### config.mk
export PLATFORM = sky130hd
export DESIGN_NAME = date_to_elapsed_seconds
export DESIGN_NICKNAME = d
export VERILOG_FILES = /design/src/sv/dtes_pkg.sv /design/src/sv/date_to_elapsed_seconds.sv
export SDC_FILE = /design/constraint.sdc
export NUM_CORES = 1
export LEC_CHECK = 0
export BUFFER_PORTS_ARGS = -buffer_cell sky130_fd_sc_hd__buf_4
export CORE_MARGIN = 5
export CORE_UTILIZATION = 35
export DETAILED_ROUTE_END_ITERATION = 10
export SYNTH_ARGS = -nofsm -noshare
export SYNTH_HDL_FRONTEND = slang
export SYNTH_SLANG_ARGS = --single-unit
### constraint.sdc
create_clock -name clk -period 17.65 [get_ports clk]
set_input_delay 0.8825 -clock clk [delete_from_list [all_inputs] [get_ports clk]]
set_output_delay 0.8825 -clock clk [all_outputs]
set_load 0.02 [all_outputs]
### src/sv/dtes_pkg.sv
`timescale 1ns / 1ps

package dtes_pkg;

    // Field widths
    localparam int YEAR_W    = 7;
    localparam int MONTH_W   = 4;
    localparam int DAY_W     = 5;
    localparam int HOURS_W   = 5;
    localparam int MINUTES_W = 6;
    localparam int SECONDS_W = 6;
    localparam int ELAPSED_W = 32;

    // Configuration port
    localparam int CFG_INDEX_W = 2;
    localparam int CFG_DATA_W  = 7;
    localparam logic [CFG_INDEX_W-1:0] CFG_BASE_YEAR = 2'd0;
    localparam logic [CFG_INDEX_W-1:0] CFG_BASE_DAY  = 2'd1;

    localparam logic [YEAR_W-1:0] BASE_YEAR_RESET = 7'd16;
    localparam logic [DAY_W-1:0]  BASE_DAY_RESET  = 5'd1;

    // Shared multiply-add unit operand widths
    localparam int MUL_W = 17;

    // Calendar constants
    localparam logic [MUL_W-1:0] DAYS_PER_YEAR = 17'd365;
    localparam logic [MUL_W-1:0] SECS_PER_DAY  = 17'd86400;
    localparam logic [MUL_W-1:0] SIXTY         = 17'd60;
    localparam logic [MONTH_W-1:0] FEBRUARY    = 4'd2;
    localparam logic [MONTH_W-1:0] DECEMBER    = 4'd12;

    // Days in the year before the first of the given month (1..12)
    function automatic logic [8:0] days_before_month(input logic [MONTH_W-1:0] m);
        logic [8:0] d;
        begin
            unique case (m)
                4'd1:    d = 9'd0;
                4'd2:    d = 9'd31;
                4'd3:    d = 9'd59;
                4'd4:    d = 9'd90;
                4'd5:    d = 9'd120;
                4'd6:    d = 9'd151;
                4'd7:    d = 9'd181;
                4'd8:    d = 9'd212;
                4'd9:    d = 9'd243;
                4'd10:   d = 9'd273;
                4'd11:   d = 9'd304;
                default: d = 9'd334;
            endcase
            return d;
        end
    endfunction

    // Count of years divisible by 4 in [0, y)
    function automatic logic [5:0] leaps_below(input logic [YEAR_W-1:0] y);
        logic [7:0] t;
        begin
            t = {1'b0, y} + 8'd3;
            return t[7:2];
        end
    endfunction

endpackage

### src/sv/date_to_elapsed_seconds.sv
`timescale 1ns / 1ps

// Converts a two-digit-year calendar time to the seconds elapsed since
// January base_day of base_year, 00:00:00 (registers 0 and 1 of the config
// port, reset to year 16, day 1). Years divisible by 4, zero included, are
// leap. A date before the base gives before_base = 1 and elapsed_seconds = 0.
// Month 0 is taken as January and months above 12 as December; other fields
// are used as given. Each item runs through one shared 17x17 multiply-add
// unit under a small sequencer: days, hours*60+minutes, *60+seconds, then
// days*86400+time, in the states DAYS, HMIN, MSEC and TOTAL, and the result
// is presented in DONE (straight from DAYS when the date is before the base).
// One item is in flight at a time: new input is taken only back in idle.
// Configuration writes are always taken and must come only while idle.
module date_to_elapsed_seconds
(
    input  logic                                clk,
    input  logic                                rst_n,

    input  logic                                cfg_valid,
    output logic                                cfg_ready,
    input  logic [dtes_pkg::CFG_INDEX_W-1:0]    cfg_index,
    input  logic [dtes_pkg::CFG_DATA_W-1:0]     cfg_data,

    input  logic                                in_valid,
    output logic                                in_ready,
    input  logic [dtes_pkg::YEAR_W-1:0]         year,
    input  logic [dtes_pkg::MONTH_W-1:0]        month,
    input  logic [dtes_pkg::DAY_W-1:0]          day,
    input  logic [dtes_pkg::HOURS_W-1:0]        hours,
    input  logic [dtes_pkg::MINUTES_W-1:0]      minutes,
    input  logic [dtes_pkg::SECONDS_W-1:0]      seconds,

    output logic                                out_valid,
    input  logic                                out_ready,
    output logic [dtes_pkg::ELAPSED_W-1:0]      elapsed_seconds,
    output logic                                before_base
);

    // Sequencer states
    localparam logic [2:0] ST_IDLE  = 3'd0;
    localparam logic [2:0] ST_DAYS  = 3'd1;
    localparam logic [2:0] ST_HMIN  = 3'd2;
    localparam logic [2:0] ST_MSEC  = 3'd3;
    localparam logic [2:0] ST_TOTAL = 3'd4;
    localparam logic [2:0] ST_DONE  = 3'd5;

    logic [2:0] state_reg, state_next;

    logic [dtes_pkg::YEAR_W-1:0] base_year_reg;
    logic [dtes_pkg::DAY_W-1:0]  base_day_reg;

    logic [dtes_pkg::YEAR_W-1:0]    year_reg;
    logic [dtes_pkg::MONTH_W-1:0]   month_reg;
    logic [dtes_pkg::DAY_W-1:0]     day_reg;
    logic [dtes_pkg::HOURS_W-1:0]   hours_reg;
    logic [dtes_pkg::MINUTES_W-1:0] minutes_reg;
    logic [dtes_pkg::SECONDS_W-1:0] seconds_reg;

    logic [dtes_pkg::MUL_W-1:0]     days_reg;
    logic [dtes_pkg::ELAPSED_W-1:0] acc_reg, acc_next;
    logic                           before_reg;

    logic [dtes_pkg::MUL_W-1:0]     op_a, op_b;
    logic [dtes_pkg::ELAPSED_W-1:0] addend;
    logic [2*dtes_pkg::MUL_W-1:0]   product;
    logic [dtes_pkg::ELAPSED_W-1:0] mac;

    logic [dtes_pkg::MONTH_W-1:0] month_fix;
    logic [5:0]                   leap_diff;
    logic                         leap_adj;
    logic [9:0]                   pos_days;
    logic signed [10:0]           extra_days;
    logic                         year_early;

    logic in_xfer, out_xfer, cfg_xfer;

    assign in_ready  = (state_reg == ST_IDLE);
    assign out_valid = (state_reg == ST_DONE);
    assign cfg_ready = 1'b1;
    assign in_xfer   = in_valid && in_ready;
    assign out_xfer  = out_valid && out_ready;
    assign cfg_xfer  = cfg_valid && cfg_ready;

    assign elapsed_seconds = acc_reg;
    assign before_base     = before_reg;

    // Configuration registers
    always_ff @(posedge clk or negedge rst_n)
    begin
        if (!rst_n)
        begin
            base_year_reg <= dtes_pkg::BASE_YEAR_RESET;
            base_day_reg  <= dtes_pkg::BASE_DAY_RESET;
        end
        else if (cfg_xfer)
        begin
            if (cfg_index == dtes_pkg::CFG_BASE_YEAR)
            begin
                base_year_reg <= cfg_data[dtes_pkg::YEAR_W-1:0];
            end
            else if (cfg_index == dtes_pkg::CFG_BASE_DAY)
            begin
                base_day_reg <= cfg_data[dtes_pkg::DAY_W-1:0];
            end
        end
    end

    // Day offset within the span: leap days, month, day of month
    always_comb
    begin
        if (month_reg == 4'd0)
        begin
            month_fix = 4'd1;
        end
        else if (month_reg > dtes_pkg::DECEMBER)
        begin
            month_fix = dtes_pkg::DECEMBER;
        end
        else
        begin
            month_fix = month_reg;
        end
        year_early = (year_reg < base_year_reg);
        leap_diff  = dtes_pkg::leaps_below(year_reg) - dtes_pkg::leaps_below(base_year_reg);
        leap_adj   = (month_fix > dtes_pkg::FEBRUARY) && (year_reg[1:0] == 2'b00);
        pos_days   = {4'd0, leap_diff} + {1'b0, dtes_pkg::days_before_month(month_fix)}
                   + {9'd0, leap_adj} + {5'd0, day_reg};
        extra_days = $signed({1'b0, pos_days}) - $signed({6'd0, base_day_reg});
    end

    // Shared multiply-add unit operand selection
    always_comb
    begin
        op_a   = '0;
        op_b   = '0;
        addend = '0;
        unique case (state_reg)
            ST_DAYS:
            begin
                op_a   = {10'd0, year_reg - base_year_reg};
                op_b   = dtes_pkg::DAYS_PER_YEAR;
                addend = {{21{extra_days[10]}}, extra_days};
            end
            ST_HMIN:
            begin
                op_a   = {12'd0, hours_reg};
                op_b   = dtes_pkg::SIXTY;
                addend = {26'd0, minutes_reg};
            end
            ST_MSEC:
            begin
                op_a   = acc_reg[dtes_pkg::MUL_W-1:0];
                op_b   = dtes_pkg::SIXTY;
                addend = {26'd0, seconds_reg};
            end
            ST_TOTAL:
            begin
                op_a   = days_reg;
                op_b   = dtes_pkg::SECS_PER_DAY;
                addend = acc_reg;
            end
            default:
            begin
                op_a   = '0;
                op_b   = '0;
                addend = '0;
            end
        endcase
        product = op_a * op_b;
        mac     = product[dtes_pkg::ELAPSED_W-1:0] + addend;
    end

    // Sequencer
    always_comb
    begin
        state_next = state_reg;
        acc_next   = acc_reg;
        unique case (state_reg)
            ST_IDLE:
            begin
                if (in_xfer)
                begin
                    state_next = ST_DAYS;
                end
            end
            ST_DAYS:
            begin
                if (year_early || mac[dtes_pkg::ELAPSED_W-1])
                begin
                    acc_next   = '0;
                    state_next = ST_DONE;
                end
                else
                begin
                    state_next = ST_HMIN;
                end
            end
            ST_HMIN:
            begin
                acc_next   = mac;
                state_next = ST_MSEC;
            end
            ST_MSEC:
            begin
                acc_next   = mac;
                state_next = ST_TOTAL;
            end
            ST_TOTAL:
            begin
                acc_next   = mac;
                state_next = ST_DONE;
            end
            ST_DONE:
            begin
                if (out_xfer)
                begin
                    state_next = ST_IDLE;
                end
            end
            default:
            begin
                state_next = ST_IDLE;
            end
        endcase
    end

    // Control state
    always_ff @(posedge clk or negedge rst_n)
    begin
        if (!rst_n)
        begin
            state_reg  <= ST_IDLE;
            before_reg <= 1'b0;
        end
        else
        begin
            state_reg <= state_next;
            if (state_reg == ST_DAYS)
            begin
                before_reg <= year_early || mac[dtes_pkg::ELAPSED_W-1];
            end
        end
    end

    // Datapath registers
    always_ff @(posedge clk)
    begin
        acc_reg <= acc_next;
        if (in_xfer)
        begin
            year_reg    <= year;
            month_reg   <= month;
            day_reg     <= day;
            hours_reg   <= hours;
            minutes_reg <= minutes;
            seconds_reg <= seconds;
        end
        if (state_reg == ST_DAYS)
        begin
            days_reg <= mac[dtes_pkg::MUL_W-1:0];
        end
    end

`ifndef SYNTHESIS
    // One item in flight: input side closed while a result waits
    assert property (@(posedge clk) disable iff (!rst_n) !(in_ready && out_valid))
        else $error("input accepted while result pending");

    // A date before the base always reports zero seconds
    assert property (@(posedge clk) disable iff (!rst_n)
        (out_valid && before_base) |-> (elapsed_seconds == '0))
        else $error("before_base result with nonzero seconds");

    // An input transfer starts the sequencer and closes the input side
    assert property (@(posedge clk) disable iff (!rst_n) in_xfer |=> !in_ready && !out_valid)
        else $error("sequencer did not start after input transfer");

    // A result stays presented until its transfer
    assert property (@(posedge clk) disable iff (!rst_n)
        (out_valid && !out_ready) |=> out_valid && $stable(elapsed_seconds))
        else $error("result dropped before transfer");
`endif

endmodule
======== After elaboration in Yosys (flattened, before gate mapping) ========
Memory sizes are Yosys's and may differ from the RTL's.
Index checks and enable logic that the tools add are counted.
storage, ports and cells
  memories kept ........................... 1
  output and inout port bits .............. 36
  bits in registers ....................... 98
  word-level logic and storage cells ...... 62
  ROM bits ................................ 144
  bits of input ports ..................... 47
memories
  memory           words  bits a word  read ports  clocked after Yosys merged registers in  write ports  RTL line        text
  (no name shown)  16     9            1           0                                        0            dtes_pkg.sv:37  unique case (m)
cells by class
  $add $sub $neg .......................... 9
  multiply operators ...................... 1
  bitwise logic cells ..................... 1
  mux-type cells .......................... 11
  reduce and logical (&&, ||, !) cells .... 15
  order comparisons ....................... 3
  equal/unequal tests ..................... 9
operators by type and width
  kind                   number
  $pmux W32 S4           1
  $pmux W17 S4           1
  $pmux W32 S2           1
  $pmux W17 S3           1
  $add A32 B32 Y32       1
  $mul A17 B17 Y32       1
  $mux W32               1
  $pmux W3 S6            1
  $add A7 B2 Y8 const B  2
  $sub A10 B5 Y11        1
  $add A10 B1 Y10        1
  $add A10 B5 Y10        1
  $add A6 B9 Y10         1
  $mux W3                3
  $mux W4                2
  $lt A7 B7 Y1           1
  $sub A7 B7 Y7          1
  $eq A3 B2 Y1 const B   2
  $eq A3 B3 Y1 const B   2
  $reduce_and A2 Y1      3
  $sub A6 B6 Y6          1
  $gt A4 B2 Y1 const B   1
  $gt A4 B4 Y1 const B   1
  $logic_not A2 Y1       2
  other kinds (13)       16

======== Logic depth before layout (Yosys ltp) ========
  depth after elaboration ................. 13
  depth in mapped cells ................... 40
  depth with buffers taken out ............ 39

======== Worst setup path before layout ========
Ideal clock, no wire load.
  kind .................................... reg-to-reg
  from .................................... register year_reg[1] in the netlist's numbering
  to ...................................... register acc_reg, in the netlist elapsed_seconds[0] (enable)
  data arrival time ....................... 10,119 ps
  required time ........................... 17,225 ps
  library setup time ...................... 425 ps
  clock period less this slack ............ 10,544 ps
  path buffers ............................ 1
  cell stages (with the launch flop) ...... 34
  path slack .............................. 7,106 ps
  path through ............................ edfxtp_1 > o21a_1 > or2_2 > ha_1 > inv_1 > fa_1 > fa_1 > inv_1 > fa_1 > inv_1 > fa_1 > a211oi_1 > o21ai_0 > a2111o_1 > a211o_1 > nand2_1 > clkbuf_1 > a21o_1 > ha_1 > fa_1 > fa_1 > fa_1 > inv_1 > fa_1 > inv_1 > ha_1 > nand3_1 > or4_1 > o32a_1 > a21oi_2 > xnor2_1 > xnor2_1 > a21oi_2 > o21ai_1
on the way
  longest elaborated chain between the ends .. 11
  elaborated cells between the ends (all ways) .. 17
  classes of those cells .................. add/sub (8); mul (1); order compare (1); eq/ne (1); mux (2); reduce/logical (4)
RTL lines
  element                                 RTL line                        text
  from (decl)                             date_to_elapsed_seconds.sv:52   logic [dtes_pkg::YEAR_W-1:0] year_reg;
  from (signal assigned)                  date_to_elapsed_seconds.sv:251  year_reg <= year;
  $add A7 B2 Y8                           dtes_pkg.sv:59                  t = {1'b0, y} + 8'd3;
  $sub A6 B6 Y6                           date_to_elapsed_seconds.sv:124  leap_diff = dtes_pkg::leaps_below(year_reg) - dtes_pkg::leaps_below(base_year_reg);
  $add A6 B9 Y10                          date_to_elapsed_seconds.sv:126  pos_days = {4'd0, leap_diff} + {1'b0, dtes_pkg::days_before_month(month_fix)}
  $add A10 B1 Y10                         date_to_elapsed_seconds.sv:127  + {9'd0, leap_adj} + {5'd0, day_reg};
  $add A10 B5 Y10                         date_to_elapsed_seconds.sv:127
  $sub A10 B5 Y11                         date_to_elapsed_seconds.sv:128  extra_days = $signed({1'b0, pos_days}) - $signed({6'd0, base_day_reg});
  $pmux W32 S4                            date_to_elapsed_seconds.sv:137  unique case (state_reg)
  $add A32 B32 Y32                        date_to_elapsed_seconds.sv:170  mac = product[dtes_pkg::ELAPSED_W-1:0] + addend;
  $logic_or A1 B1 Y1 (*)                  date_to_elapsed_seconds.sv:188  if (year_early || mac[dtes_pkg::ELAPSED_W-1])
  $ne A2 B2 Y1 (no source line) (*)       -
  $reduce_and A2 Y1 (no source line) (*)  -
  to (signal assigned)                    date_to_elapsed_seconds.sv:248  acc_reg <= acc_next;
  to (decl)                               date_to_elapsed_seconds.sv:60   logic [dtes_pkg::ELAPSED_W-1:0] acc_reg, acc_next;
Every way passes the cells marked *; elsewhere a longest branch is shown, timed or not.
A chain may end at the register's enable or synchronous reset.

======== Worst setup path in the final report ========
  from .................................... register year_reg[1] in the netlist's numbering
  to ...................................... register acc_reg, in the netlist elapsed_seconds[16] (enable)
Same word-level chain as after synthesis.

==> metrics.txt <==
# TYPE chip_impl_metric gauge
chip_impl_info{name="outcome",value="complete, no violations"} 1
chip_impl_info{name="mostFrequentLayoutCell",value="inv_1"} 1
chip_impl_info{name="setup_repair_after_global_routing_missed_its_margin",value="false"} 1
chip_impl_metric{name="min_period_over_period",unit="%"} 62.0
chip_impl_metric{name="worstPathRequired",unit="ns"} 17.65
chip_impl_metric{name="gpl.final_weighted_congestion",unit=""} 0.907
chip_impl_metric{name="grt_max_degree",unit=""} 48
chip_impl_metric{name="cts_num_sinks",unit=""} 98
chip_impl_metric{name="drt_iter0_markers",unit=""} 501
chip_impl_info{name="min_path_type",value="in2async"} 1
chip_impl_metric{name="antenna_cells",unit=""} 0
chip_impl_metric{name="synth-warning-count",unit=""} 0
chip_impl_metric{name="synth_cells",unit=""} 1275
chip_impl_metric{name="post_synthesis_register_bit_count",unit=""} 98
chip_impl_metric{name="groute.usage.overall",unit="%"} 16.2
chip_impl_metric{name="drt_drc_violations_left",unit=""} 0
chip_impl_metric{name="largest_register_ffs",unit=""} 32
chip_impl_info{name="criticalPathCategory",value="reg2reg"} 1
chip_impl_metric{name="clock_insertion_delay_worst_skew",unit="ns"} 0.36
chip_impl_info{name="cp_slowest_cell",value="nand2_1"} 1
chip_impl_metric{name="rows",unit=""} 69
chip_impl_metric{name="slew_headroom",unit="%"} 26.3
chip_impl_metric{name="synth_to_layout_area_growth",unit="%"} 12.0
chip_impl_metric{name="cts-htree-levels",unit=""} 3
chip_impl_metric{name="hold_buffers",unit=""} 0
chip_impl_metric{name="place.detailed.hpwl",unit="um"} 25800
chip_impl_metric{name="place.port_buffers",unit=""} 81
chip_impl_metric{name="starting_utilization_of_the_core_area",unit="%"} 35.5
chip_impl_metric{name="grt_antenna_before_repair",unit=""} 0
chip_impl_metric{name="grt_first_pass_wirelength",unit="um"} 50400
chip_impl_metric{name="min_period",unit="ns"} 10.95
chip_impl_metric{name="die_height",unit="um"} 200
chip_impl_info{name="timing.critical_path.mode_cell",value="fa_1"} 1
chip_impl_metric{name="synth_cell_type_count",unit=""} 61
chip_impl_metric{name="drt-pass1-iter-count",unit=""} 5
chip_impl_metric{name="timing_max_transition_violations_final",unit=""} 0
chip_impl_metric{name="cts_max_path_buffers",unit=""} 2
chip_impl_metric{name="post_route_clock_skew",unit="ns"} 0.0126
chip_impl_metric{name="finalHoldViolCount",unit=""} 0
chip_impl_metric{name="post_cts.resized_instances",unit=""} 0
chip_impl_info{name="tritoncts",value="yes"} 1
chip_impl_metric{name="antenna_left",unit=""} 0
chip_impl_metric{name="finalSetupTns",unit="ns"} 0
chip_impl_metric{name="routedWlPerCell",unit="um"} 16.8
chip_impl_metric{name="finalSetupViolCount",unit=""} 0
chip_impl_info{name="postSynth.topFlopCell",value="edfxtp_1"} 1
chip_impl_info{name="layout_common_cells",value="inv_1 (333), ha_1 (170), fa_1 (165)"} 1
chip_impl_metric{name="crit_arrival",unit="ns"} 10.95
chip_impl_metric{name="critical-path-max-stage-delay",unit="ns"} 0.64
chip_impl_metric{name="worst-path-max-fanout",unit=""} 32
chip_impl_metric{name="finish.instance_area",unit="sq um"} 14100
chip_impl_metric{name="synth.cell_area",unit="sq um"} 12600
chip_impl_metric{name="routed-via-count",unit=""} 8866
chip_impl_metric{name="io_pins",unit=""} 83
chip_impl_metric{name="seq_area_frac_synth",unit="%"} 22.7
chip_impl_metric{name="clkTransAtPathRegs",unit="ns"} 0.08
chip_impl_metric{name="die-width",unit="um"} 200
chip_impl_metric{name="transition_time_at_the_pin_with_the_least_slew_margin",unit="ns"} 1.10
chip_impl_metric{name="cts_bufs_inserted",unit=""} 9
chip_impl_metric{name="global_route.overflow_total",unit=""} 0
chip_impl_metric{name="drive_gt1_share",unit="%"} 9.47
chip_impl_metric{name="die-area",unit="sq um"} 40000
chip_impl_metric{name="final_design_utilization",unit="%"} 39.8
chip_impl_info{name="clock-root-buffer",value="clkbuf_16"} 1
chip_impl_metric{name="maxCapViolCount",unit=""} 0
chip_impl_info{name="end_kind",value="register"} 1
chip_impl_metric{name="achievable-frequency",unit="MHz"} 91.3
chip_impl_metric{name="core-area",unit="sq um"} 35600
chip_impl_metric{name="synth_async_sr_flop_share",unit="%"} 16.3
chip_impl_metric{name="average_cell_area_after_synthesis",unit="sq um"} 9.90
chip_impl_metric{name="routed_wl",unit="um"} 30800
chip_impl_info{name="startpoint_type",value="register"} 1
chip_impl_metric{name="r2r_setup_slack",unit="ns"} 6.70
chip_impl_metric{name="cts.repair_timing.setup_buffer_count",unit=""} 0
chip_impl_metric{name="placement.cell_area",unit="sq um"} 13900
chip_impl_metric{name="viasPerCell",unit=""} 4.83
chip_impl_metric{name="first_global_vias",unit=""} 9455
chip_impl_metric{name="synth_edf_count",unit=""} 82
chip_impl_metric{name="nNetsFinal",unit=""} 1750
## cell families (layout without fill, tap and decap cells)
group | after synthesis | after routing | share of synthesized area [%]
buffers and inverters | 357 | 436 | 10.7
and+or+nand+nor | 218 | 218 | 8.10
DFF | 98 | 98 | 22.7
AOI/OAI and AO/OA | 192 | 192 | 10.1
xor gates and xnor gates | 55 | 55 | 3.81
muxes | 18 | 18 | 1.55
adders and majority gates | 335 | 335 | 43.0
other | 2 | 21 | 0.0595
## path summary, 6_finish.rpt
kind / from / end / cells past startpoint
setup / recovery: year_reg[1] / elapsed_seconds[16] / 34
hold / removal: rst_n / base_day_reg[1] / 1
setup reg to reg: year_reg[1] / elapsed_seconds[16] / 34
hold reg to reg: base_day_reg[3] / base_day_reg[3] / 1
max in group asynchronous: rst_n / base_year_reg[4] / 1
min in group clk: base_day_reg[3] / base_day_reg[3] / 1
## cell type report
| cell class | instances | area, sq um |
|---|---|---|
| multi-input cells | 839 | 8510 |
| flip-flops and latches | 98 | 2870 |
| fillers | 3548 | 21400 |
| well taps | 461 | 577 |
| inverters | 333 | 1250 |
| repair buffers | 87 | 653 |
| clock buffers | 10 | 229 |
| clock inverters | 6 | 65.1 |
## synthesized netlist by cell type (4+ instances only)
cell	number	area [sq um]
edfxtp_1	82	2460
mux2i_1	6	60.1
nand2b_1	7	43.8
xnor2_1	35	307
a211oi_1	8	60.1
o21ai_0	33	165
xor2_1	20	175
a31oi_1	7	43.8
o21a_1	5	37.5
fa_1	165	3300
nor3_1	9	45.0
a21oi_1	45	225
o21ai_1	6	30.0
mux2_2	12	135
clkbuf_1	17	63.8
ha_1	170	2130
buf_1	4	15.0
a21o_1	38	285
and3_1	10	62.6
dfrtp_1	14	350
o21bai_1	7	52.6
or2_2	6	37.5
a22oi_1	9	67.6
nand3_1	7	35.0
nor2_1	64	240
nand2_1	72	270
inv_1	333	1250
nor2b_1	29	181
## stage by stage
step	cells	hold WS [ns]	setup WS (ns)
4_1_cts	1834	0.363	6.69
3_5_place_dp	1818	0.500	6.76
5_1_grt	1834	0.375	6.15
3_3_place_gp	1818	0.495	6.95
6_report	1834	0.372	6.70
2_1_floorplan	1294	0.479	7.11
## per-layer routing
metal	vias up	global-route usage [%]	wire length, um
met5	-	0	0
met3	22	2.22	1570
li1	4230	-	-
met1	4411	23.3	14700
met2	203	26.1	14200
met4	0	3.52	407
## critical path, delay by kind of cell, from the launching register on
family / cells / cell delay, ns
AO/OA/AOI/OAI: 9 / 2.26
XOR/XNOR: 2 / 0.51
AND/OR/NAND/NOR: 6 / 1.79
flip-flops: 1 / 0.50
buffers and inverters: 6 / 0.77
adder cells (fa/ha/maj): 11 / 4.73
Power is not shown: default switching activity piles up to over one toggle a cycle in this logic, so the estimate is an artifact.
